===== src/hw/rtl/ofdmsc_pkg.sv =====
`timescale 1ns / 1ps
`default_nettype none

package ofdmsc_pkg;

   // Block geometry
   localparam int MAX_FFT       = 4096;
   localparam int PILOT_SPACING = 12;

   localparam int IDX_W   = 12;  // subcarrier index and rank
   localparam int SIZE_W  = 13;  // fft_size, data_sc_num
   localparam int POFF_W  = 4;   // pilot_offset
   localparam int CSR_W   = 13;  // widest register
   localparam int CSR_IDX_W = 2;

   // 802.11a layout used when fft_size is 64
   localparam int WIFI_FFT      = 64;
   localparam int WIFI_IDX_W    = 6;
   localparam int WIFI_NULL_LO  = 27;
   localparam int WIFI_NULL_HI  = 37;
   localparam int WIFI_NULL_CNT = 12;
   localparam int WIFI_PILOT_CNT = 4;
   localparam logic [WIFI_IDX_W-1:0] WIFI_PILOTS [WIFI_PILOT_CNT] = '{
      6'd7, 6'd21, 6'd43, 6'd57
   };

   // Reciprocal divide by PILOT_SPACING: q = (t * RECIP) >> DIV_SHIFT.
   // DIV_SHIFT is large enough that the quotient is exact for every 12-bit t
   // and that the low DIV_SHIFT product bits stay below RECIP exactly when
   // t is a multiple of the spacing.
   localparam int DIV_SHIFT = 19;
   localparam int RECIP     = (2 ** DIV_SHIFT + PILOT_SPACING - 1) / PILOT_SPACING;
   localparam int PROD_W    = IDX_W + DIV_SHIFT;

   // Register reset values
   localparam logic [SIZE_W-1:0] FFT_SIZE_RST     = SIZE_W'(64);
   localparam logic [SIZE_W-1:0] DATA_SC_NUM_RST  = SIZE_W'(48);
   localparam logic [POFF_W-1:0] PILOT_OFFSET_RST = '0;

   typedef enum logic [CSR_IDX_W-1:0] {
      CSR_FFT_SIZE     = 2'd0,
      CSR_DATA_SC_NUM  = 2'd1,
      CSR_PILOT_OFFSET = 2'd2
   } csr_index_type;

   typedef enum logic [1:0] {
      CLS_NULL  = 2'd0,
      CLS_DATA  = 2'd1,
      CLS_PILOT = 2'd2,
      CLS_OUT   = 2'd3
   } sc_class_type;

   typedef struct packed {
      sc_class_type      sc_class;
      logic [IDX_W-1:0]  sc_rank;
   } cls_rank_type;

   // Fixed 802.11a map for an index below 64
   function automatic cls_rank_type wifi_classify(input logic [WIFI_IDX_W-1:0] idx);
      cls_rank_type res;
      logic [IDX_W-1:0] nulls_below;
      logic [IDX_W-1:0] pilots_below;
      logic             is_pilot;
      logic [IDX_W-1:0] pilot_rank;
      nulls_below  = '0;
      pilots_below = '0;
      is_pilot     = 1'b0;
      pilot_rank   = '0;
      for (int k = 0; k < WIFI_PILOT_CNT; k++) begin
         if (idx == WIFI_PILOTS[k]) begin
            is_pilot   = 1'b1;
            pilot_rank = IDX_W'(k);
         end
         if (idx > WIFI_PILOTS[k]) pilots_below = pilots_below + IDX_W'(1);
      end
      if (idx > WIFI_IDX_W'(WIFI_NULL_HI)) nulls_below = IDX_W'(WIFI_NULL_CNT);
      else if (idx != '0)                  nulls_below = IDX_W'(1);

      if (idx == '0) begin
         res.sc_class = CLS_NULL;
         res.sc_rank  = '0;
      end else if (idx >= WIFI_IDX_W'(WIFI_NULL_LO) && idx <= WIFI_IDX_W'(WIFI_NULL_HI)) begin
         res.sc_class = CLS_NULL;
         res.sc_rank  = IDX_W'(idx) - IDX_W'(WIFI_NULL_LO - 1);
      end else if (is_pilot) begin
         res.sc_class = CLS_PILOT;
         res.sc_rank  = pilot_rank;
      end else begin
         res.sc_class = CLS_DATA;
         res.sc_rank  = IDX_W'(idx) - nulls_below - pilots_below;
      end
      return res;
   endfunction

endpackage

`default_nettype wire


===== src/hw/rtl/ofdm_subcarrier_classifier.sv =====
`timescale 1ns / 1ps
`default_nettype none

// OFDM subcarrier classifier. Each req item carries one subcarrier index;
// each rsp item returns its class (null, data, pilot, or out of range) and
// its rank within that class's ascending list. With fft_size 64 the fixed
// 802.11a map applies; otherwise a centred block of data_sc_num carriers
// holds the data, with a pilot every PILOT_SPACING carriers starting at
// pilot_offset, and everything outside the block is null. The block takes
// one item per cycle while the result side does not stall. It has an input
// register, one pass of classification logic whose longest path is the
// reciprocal multiply that divides by the pilot spacing, and a result
// register. A stalled result holds in the result register while the input
// register still takes one more item. Write the csr registers only while no
// item is in flight; the derived block bounds settle in the cycle after a write.
module ofdm_subcarrier_classifier (
   input  wire                                 clock,
   input  wire                                 reset,
   // configuration
   input  wire                                 csr_wr_en,
   input  wire  [ofdmsc_pkg::CSR_IDX_W-1:0]    csr_index,
   input  wire  [ofdmsc_pkg::CSR_W-1:0]        csr_wr_data,
   // request channel
   input  wire                                 req_valid,
   output logic                                req_stall,
   input  wire  [ofdmsc_pkg::IDX_W-1:0]        req_sc_index,
   // response channel
   output logic                                rsp_valid,
   input  wire                                 rsp_stall,
   output ofdmsc_pkg::sc_class_type            rsp_sc_class,
   output logic [ofdmsc_pkg::IDX_W-1:0]        rsp_sc_rank
);
   import ofdmsc_pkg::*;

   // Configuration registers
   logic [SIZE_W-1:0] fft_size_ff;
   logic [SIZE_W-1:0] data_sc_num_ff;
   logic [POFF_W-1:0] pilot_offset_ff;

   always_ff @(posedge clock) begin
      if (reset) begin
         fft_size_ff     <= FFT_SIZE_RST;
         data_sc_num_ff  <= DATA_SC_NUM_RST;
         pilot_offset_ff <= PILOT_OFFSET_RST;
      end else if (csr_wr_en) begin
         unique case (csr_index)
            CSR_FFT_SIZE:     fft_size_ff     <= csr_wr_data;
            CSR_DATA_SC_NUM:  data_sc_num_ff  <= csr_wr_data;
            CSR_PILOT_OFFSET: pilot_offset_ff <= csr_wr_data[POFF_W-1:0];
            default: ;  // unmapped index: drop the write
         endcase
      end
   end

   // Derived layout, registered to keep it off the per-item path.
   // n: effective FFT size, start/stop: bounds of the centred data block.
   logic [SIZE_W-1:0] n_in,     n_ff;
   logic [SIZE_W-1:0] d_in;
   logic [IDX_W-1:0]  start_in, start_ff;
   logic [SIZE_W-1:0] stop_in,  stop_ff;
   logic              wifi_in,  wifi_ff;
   logic [SIZE_W-1:0] spare;

   always_comb begin
      n_in     = (fft_size_ff > SIZE_W'(MAX_FFT)) ? SIZE_W'(MAX_FFT) : fft_size_ff;
      d_in     = (data_sc_num_ff > n_in) ? n_in : data_sc_num_ff;
      spare    = n_in - d_in;
      start_in = spare[SIZE_W-1:1];
      stop_in  = SIZE_W'(start_in) + d_in;
      wifi_in  = (fft_size_ff == SIZE_W'(WIFI_FFT));
   end

   always_ff @(posedge clock) begin
      if (reset) begin
         n_ff     <= SIZE_W'(WIFI_FFT);
         start_ff <= IDX_W'(8);
         stop_ff  <= SIZE_W'(56);
         wifi_ff  <= 1'b1;
      end else begin
         n_ff     <= n_in;
         start_ff <= start_in;
         stop_ff  <= stop_in;
         wifi_ff  <= wifi_in;
      end
   end

   // Handshake: the result register loads when empty or being drained;
   // the input register loads when empty or moving into the result.
   logic             s1_valid_ff;
   logic [IDX_W-1:0] s1_idx_ff;
   logic             rsp_valid_ff;
   logic             out_load;
   logic             req_take;

   assign out_load  = !rsp_valid_ff || !rsp_stall;
   assign req_stall = s1_valid_ff && !out_load;
   assign req_take  = req_valid && !req_stall;

   always_ff @(posedge clock) begin
      if (reset) begin
         s1_valid_ff <= 1'b0;
      end else if (!s1_valid_ff || out_load) begin
         s1_valid_ff <= req_valid;
      end
   end

   always_ff @(posedge clock) begin
      if (req_take) s1_idx_ff <= req_sc_index;
   end

   // Classification of the registered index
   logic [IDX_W-1:0]  rel;
   logic [IDX_W-1:0]  poff_gap;
   logic              past_offset;
   logic [PROD_W-1:0] prod;
   logic [IDX_W-1:0]  quot;
   logic              on_pilot;
   cls_rank_type      res_in;
   cls_rank_type      res_ff;

   always_comb begin
      rel         = s1_idx_ff - start_ff;
      past_offset = (rel >= IDX_W'(pilot_offset_ff));
      poff_gap    = rel - IDX_W'(pilot_offset_ff);
      prod        = PROD_W'(poff_gap) * PROD_W'(RECIP);
      quot        = prod[DIV_SHIFT +: IDX_W];
      // low product bits below the reciprocal: poff_gap is a multiple of the spacing
      on_pilot    = past_offset && (prod[DIV_SHIFT-1:0] < DIV_SHIFT'(RECIP));

      if (SIZE_W'(s1_idx_ff) >= n_ff) begin
         res_in.sc_class = CLS_OUT;
         res_in.sc_rank  = '0;
      end else if (wifi_ff) begin
         res_in = wifi_classify(s1_idx_ff[WIFI_IDX_W-1:0]);
      end else if (s1_idx_ff < start_ff) begin
         res_in.sc_class = CLS_NULL;
         res_in.sc_rank  = s1_idx_ff;
      end else if (SIZE_W'(s1_idx_ff) >= stop_ff) begin
         // nulls above the block follow the ones below it
         res_in.sc_class = CLS_NULL;
         res_in.sc_rank  = IDX_W'(SIZE_W'(s1_idx_ff) - stop_ff + SIZE_W'(start_ff));
      end else if (on_pilot) begin
         res_in.sc_class = CLS_PILOT;
         res_in.sc_rank  = quot;
      end else if (past_offset) begin
         // not a pilot, so ceil(poff_gap / spacing) pilots lie below
         res_in.sc_class = CLS_DATA;
         res_in.sc_rank  = rel - quot - IDX_W'(1);
      end else begin
         res_in.sc_class = CLS_DATA;
         res_in.sc_rank  = rel;
      end
   end

   always_ff @(posedge clock) begin
      if (reset) begin
         rsp_valid_ff <= 1'b0;
      end else if (out_load) begin
         rsp_valid_ff <= s1_valid_ff;
      end
   end

   always_ff @(posedge clock) begin
      if (out_load && s1_valid_ff) res_ff <= res_in;
   end

   assign rsp_valid    = rsp_valid_ff;
   assign rsp_sc_class = res_ff.sc_class;
   assign rsp_sc_rank  = res_ff.sc_rank;

endmodule

`default_nettype wire


===== config.mk =====
export PLATFORM = sky130hd
export DESIGN_NAME = ofdm_subcarrier_classifier
export DESIGN_NICKNAME = d
export VERILOG_FILES = /design/src/hw/rtl/ofdmsc_pkg.sv /design/src/hw/rtl/ofdm_subcarrier_classifier.sv
export SDC_FILE = /design/constraint.sdc
export NUM_CORES = 1
export LEC_CHECK = 0
export BUFFER_PORTS_ARGS = -buffer_cell sky130_fd_sc_hd__clkbuf_2
export CAP_MARGIN = 0
export CORE_ASPECT_RATIO = 2
export CORE_UTILIZATION = 60
export DETAILED_ROUTE_END_ITERATION = 8
export HOLD_SLACK_MARGIN = 0.1
export PLACE_DENSITY = 0.85
export SLEW_MARGIN = 20
export SYNTH_ARGS = -nofsm -noshare
export SYNTH_HDL_FRONTEND = slang
export SYNTH_SLANG_ARGS = --single-unit

===== constraint.sdc =====
create_clock -name clock -period 21.3 [get_ports clock]
set_clock_uncertainty 0.2 [all_clocks]
set_input_delay 0 -clock clock [delete_from_list [all_inputs] [get_ports clock]]
set_output_delay 0 -clock clock [all_outputs]
set_load 0.005 [all_outputs]

==> key figures, run 1 <==
Logic synthesis
  – Mapped Avg Cell Area: 8.29 sq um
  – Number of flops mapped to enable cells by yosys: 26
  – Most used flip-flop cell after synthesis: dfxtp_1
  – Yosys reg bits: 97
  – Syn nets: 1675
  – Mapped Cells: 1401
  – Mapped cell area: 11600 sq um
  – Yosys cell types: 75
  – Yosys warnings: 0
  – Post-synthesis sequential area ratio: 19.0%
  – Ys async rst share: 0%

Clocking
  – Post-CTS sizing: 0
  – CTS max path bufs: 2
  – CTS tree: yes
  – Number of H-tree levels: 3
  – Clk Latency, worst-skew pair: 0.36 ns
  – Clk slew on worst S/H paths: 0.07 ns
  – Total clock sinks: 97
  – Root Buffer: clkbuf_16
  – TritonCTS buffer count: 9

Route
  – Top Metal Used: met4
  – Met2 wire len: 19000 um
  – Vias/cell: 6.17
  – Remaining antenna violation count: 0
  – Initial DRC Count: 719
  – Met1 WL: 9740 um
  – Final WL: 35500 um
  – DR DRC count: 0
  – DRT Pass-1 Iters: 6
  – Detail Route met3 WL: 1790 um
  – Vias: 10700
  – Wire length per cell: 20.5 um

Worst setup path
  – CP Class: reg2reg
  – Slowest-stage cell, CP: fa_1
  – CP top delay family: adder cells
  – R2r setup slk: 10.06 ns
  – Crit path capture type: register
  – Critical Path RT: 21.22 ns
  – Max stage delay on crit path: 0.54 ns
  – Worst Path Arrival: 11.16 ns
  – WP buf/inv: 6
  – CP max FO: 6
  – Startpoint types: register

Timing
  – Rel. slew slack: 14.7%
  – Final setup fails: 0
  – Worst Tran Pin Value: 1.27 ns
  – Crit share post-route: 52.8%
  – Max Fclk: 89.0 MHz
  – Slew Limit Fails: 0
  – Fin worst setup slack: 10.06 ns
  – RSZ-0062 raised after global routing: no
  – Fin crit period: 11.24 ns
  – Hold violation total from the final report: 0
  – Fin Setup TNS: 0 ns

Floorplan
  – Die Wd: 100 um
  – Core Area: 18900 sq um
  – Initial Utilization: 61.4%
  – Die Ht: 199 um
  – Row cnt: 71
  – Die area: 19900 sq um
  – Io pins: 48

Global routing
  – Global-route wire length before repair: 56300 um
  – Total track usage: 37.6%
  – Largest net degree at the start of global routing: 70
  – Vias in the first global route: 11500
  – Initial antenna violation count: 0
  – GRT overflow: 0

Job
  – Maxcap violations: 0

Placement
  – IO buf count: 47
  – Placer Congestion: 1.07
  – Post-detail-place hpwl: 28200 um
  – Place WS: 10.17 ns

Layout
  – Layout cells sized above 1: 6.78%
  – Fillers: 1490
  – Antenna Cells: 0
  – Area Overhead vs Synth: 9.94%
  – Core Util, Final: 67.5%
  – Nets: 1745

Status
  – Status: completed

Min path
  – Hold crit path type: in2reg
area by class of cell:
cell class / instances / area [sq um] / share of cell area, %
Timing Repair Buffer: 90 / 646 / 5.06
Clock buffer: 10 / 239 / 1.87
Clock inverter: 6 / 72.6 / 0.569
Tap cell: 255 / 319 / 2.50
Sequential cell: 97 / 2200 / 17.3
Multi-Input combinational cell: 1036 / 8400 / 65.8
Inverter: 237 / 890 / 6.97
cells by family after synthesis:
kind of cell	count (synthesis)	share of synthesized area, %
AND/OR/NAND/NOR	369	15.7
AO/OA/AOI/OAI	313	17.5
buffers and inverters	268	8.75
adder cells (fa/ha/maj)	245	30.6
flip-flops	97	19.0
XOR/XNOR	86	6.49
multiplexers	22	2.02
other	1	0.0323
routing by layer:
layer | GRT usage, % | up-vias
li1 | - | 4903
met1 | 27.5 | 4977
met2 | 70.2 | 497
met3 | 8.61 | 311
met4 | 44.7 | 0
met5 | 0 | -
cells in the final DEF (no fill, tap or decap), drive strengths merged, types with 8 or more instances in the layout:
cell type and instances:
inv 240, a21oi 99, nor4 14, nand2 116, nor3 25, buf 8
xnor2 57, mux2i 11, o211ai 9, mux2 11, nand3 17, a21o 33
nand3b 10, o21ai 58, or2 10, o21bai 20, nand2b 17, ha 176
o21a 17, dlygate4sd3 35, dfxtp 71, xor2 29, nor2 88, clkbuf 57
nor2b 27, and3 10, nand4 11, edfxtp 26, fa 66
registers in the layout, indices dropped and copies added, names as in the netlist, 2 cells and up:
name             count
data_sc_num_ff      13
fft_size_ff         13
n_ff                13
pilot_offset_ff      4
rsp_sc_class         2
rsp_sc_rank         12
s1_idx_ff           12
start_ff            12
stop_ff             13
worst reg2reg max path: cells and delay by family (launching register included):
| family | cells | cell delay (ns) |
|---|---|---|
| fa+ha+maj | 12 | 4.73 |
| compound gates | 14 | 2.81 |
| simple gates | 5 | 1.53 |
| xor+xnor | 3 | 0.58 |
| buf+inv | 6 | 0.57 |
| flops | 1 | 0.43 |
| mux | 1 | 0.11 |
metrics by stage:
stage	cells	hold WS [ns]	cell area [sq um]
after detailed placement	1680	-0.0200	12100
final	1731	0.128	12800
after CTS	1731	0.111	12800
after global routing	1731	0.162	12800
after floorplan	1401	-0.101	11600
after global placement	1680	-0.0220	12100
synthesized netlist by cell type, drive strengths merged (20+ instances only):
cell	instances	area [sq um]
a21o	33	248
a21oi	99	495
clkbuf	28	105
dfxtp	71	1420
edfxtp	26	781
fa	66	1320
ha	176	2200
inv	237	890
nand2	116	435
nor2	88	330
nor2b	27	169
nor3	25	125
o21ai	58	290
o21bai	20	150
xnor2	57	499
xor2	29	254
worst paths after layout:
check	from	endpoint	cells after the start
setup / recovery	s1_idx_ff[0]	rsp_sc_rank[8]	41
hold / removal	csr_index[1]	fft_size_ff[10]	4
setup reg to reg	s1_idx_ff[0]	rsp_sc_rank[8]	41
hold reg to reg	fft_size_ff[10]	fft_size_ff[10]	2
repair_timing:
item,in CTS,in global routing
hold endpoints to repair,86,0
setup endpoints to repair,0,0
hold buffers,35,0
buffers inserted,0,0
Power of run 1 is left out: the tool's default activity adds up to more than one toggle a clock period on the data nets, which glitch-free logic cannot reach.
==> run 2: changes to the inputs <==
- clock period: 21.3 -> 11.4 ns (I/O delays scaled with it)
==> key figures, run 2 (synthesis gave the netlist of run 1 again) <==
Status
  – Status: completed

Timing
  – Hold violation total from the final report: 0
  – Final setup fails: 0
  – Rel. slew slack: 13.1%
  – Worst Tran Pin Value: 1.29 ns
  – Slew Limit Fails: 0
  – Max Fclk: 92.8 MHz
  – Crit share post-route: 94.5%
  – Fin crit period: 10.77 ns
  – Fin worst setup slack: 0.626 ns

Job
  – Maxcap violations: 0

Clocking
  – Clk Latency, worst-skew pair: 0.36 ns
  – Root Buffer: clkbuf_16
  – Clk slew on worst S/H paths: 0.08 ns
  – TritonCTS buffer count: 9
  – Total clock sinks: 97
  – CTS tree: yes
  – Number of H-tree levels: 3
  – Number of post-CTS setup repair buffers: 0
  – CTS max path bufs: 2

Min path
  – Hold crit path type: in2reg
  – Min-Delay Path Depth: 2

Global routing
  – Largest net degree at the start of global routing: 55
  – Busiest layer in global routing: met2
  – Met1 Usage GRT: 28.0%
  – Total track usage: 38.0%
  – Met2 GRT Util: 70.1%
  – Global-route wire length before repair: 56500 um
  – GRT overflow: 0
  – Met3 global-route usage: 9.10%
  – Vias in the first global route: 11400
  – Initial antenna violation count: 0

Worst setup path
  – CP max FO: 6
  – Max stage delay on crit path: 0.57 ns
  – CP Class: reg2reg
  – Startpoint types: register
  – Slowest-stage cell, CP: fa_1
  – Worst r2r path cells: 39
  – Crit path capture type: register
  – Most used cell, CP: fa_1
  – Critical Path RT: 11.33 ns
  – Worst Path Arrival: 10.70 ns

Floorplan
  – Die area: 19900 sq um
  – Io pins: 48
  – Die Wd: 100 um
  – Initial Utilization: 61.4%
  – Core Area: 18900 sq um
  – Row cnt: 71
  – Die Ht: 199 um

Placement
  – Placed Area: 12200 sq um
  – IO buf count: 47
  – Post-detail-place hpwl: 29000 um
  – Post-Place Cells: 1688
  – Placer Congestion: 1.07
  – Place WS: 0.171 ns

Route
  – Remaining antenna violation count: 0
  – DRT Pass-1 Iters: 6
  – Final WL: 36200 um
  – Vias: 10700
  – Initial DRC Count: 558
  – Vias/cell: 6.16
  – DR DRC count: 0
  – Wire length per cell: 20.8 um

Layout
  – Most frequent cells in the layout: inv_1, ha_1, nand2_1
  – Antenna Cells: 0
  – Post-route cell area: 12900 sq um
  – Area Overhead vs Synth: 10.8%
  – Commonest non-fill, non-tap cell in the layout: inv_1
  – Layout Cells excl Fill: 1741
  – Layout cells sized above 1: 7.67%
  – Fillers: 1468
  – Nets: 1755
  – Core Util, Final: 68.0%
run 2: timing repair:
item,4_1_cts,5_1_grt
hold buffers,37,0
endpoints found under the hold margin,83,0
endpoints found under the setup margin,0,9
resized for setup,0,11
run 2: path summary, 6_finish.rpt:
check / slack [ns] / from / to
worst min-delay path: 0.15 / req_sc_index[8] / s1_idx_ff[8]
worst min register to register: 0.28 / fft_size_ff[8] / fft_size_ff[8]
worst max register to register: 0.63 / s1_idx_ff[0] / rsp_sc_rank[8]
worst max-delay path: 0.63 / s1_idx_ff[0] / rsp_sc_rank[8]
run 2: worst max-delay path, delay by kind of cell (launching register included):
family,cells,cell delay (ns)
multiplexers,1,0.11
buffers and inverters,5,0.41
adder cells (fa/ha/maj),11,4.60
XOR/XNOR,3,0.91
flip-flops,1,0.43
AO/OA/AOI/OAI,15,3.23
AND/OR/NAND/NOR,4,0.61
run 2: layer usage:
layer / up-vias / part of all wire [%]
li1: 4925 / -
met1: 5041 / 28
met2: 449 / 52
met3: 309 / 5.1
met4: 0 / 14
met5: - / 0
run 2: metrics by stage:
| stage | hold slack, ns | TNS (ns) |
|---|---|---|
| 5_1_grt | 0.146 | -0.0130 |
| 4_1_cts | 0.120 | 0 |
| 3_5_place_dp | -0.0214 | 0 |
| 3_3_place_gp | -0.0210 | 0 |
| 2_1_floorplan | -0.101 | 0 |
| 6_report | 0.154 | 0 |
run 2: cell type report:
class	instances	area, sq um	area share, %
Clock buffer	10	229	1.78
Clock inverter	6	55.1	0.428
Inverter	237	890	6.92
Multi-Input combinational cell	1036	8440	65.6
Sequential cell	97	2200	17.1
Tap cell	255	319	2.48
Timing Repair Buffer	100	726	5.64
Power of run 2 is left out for the same reason.
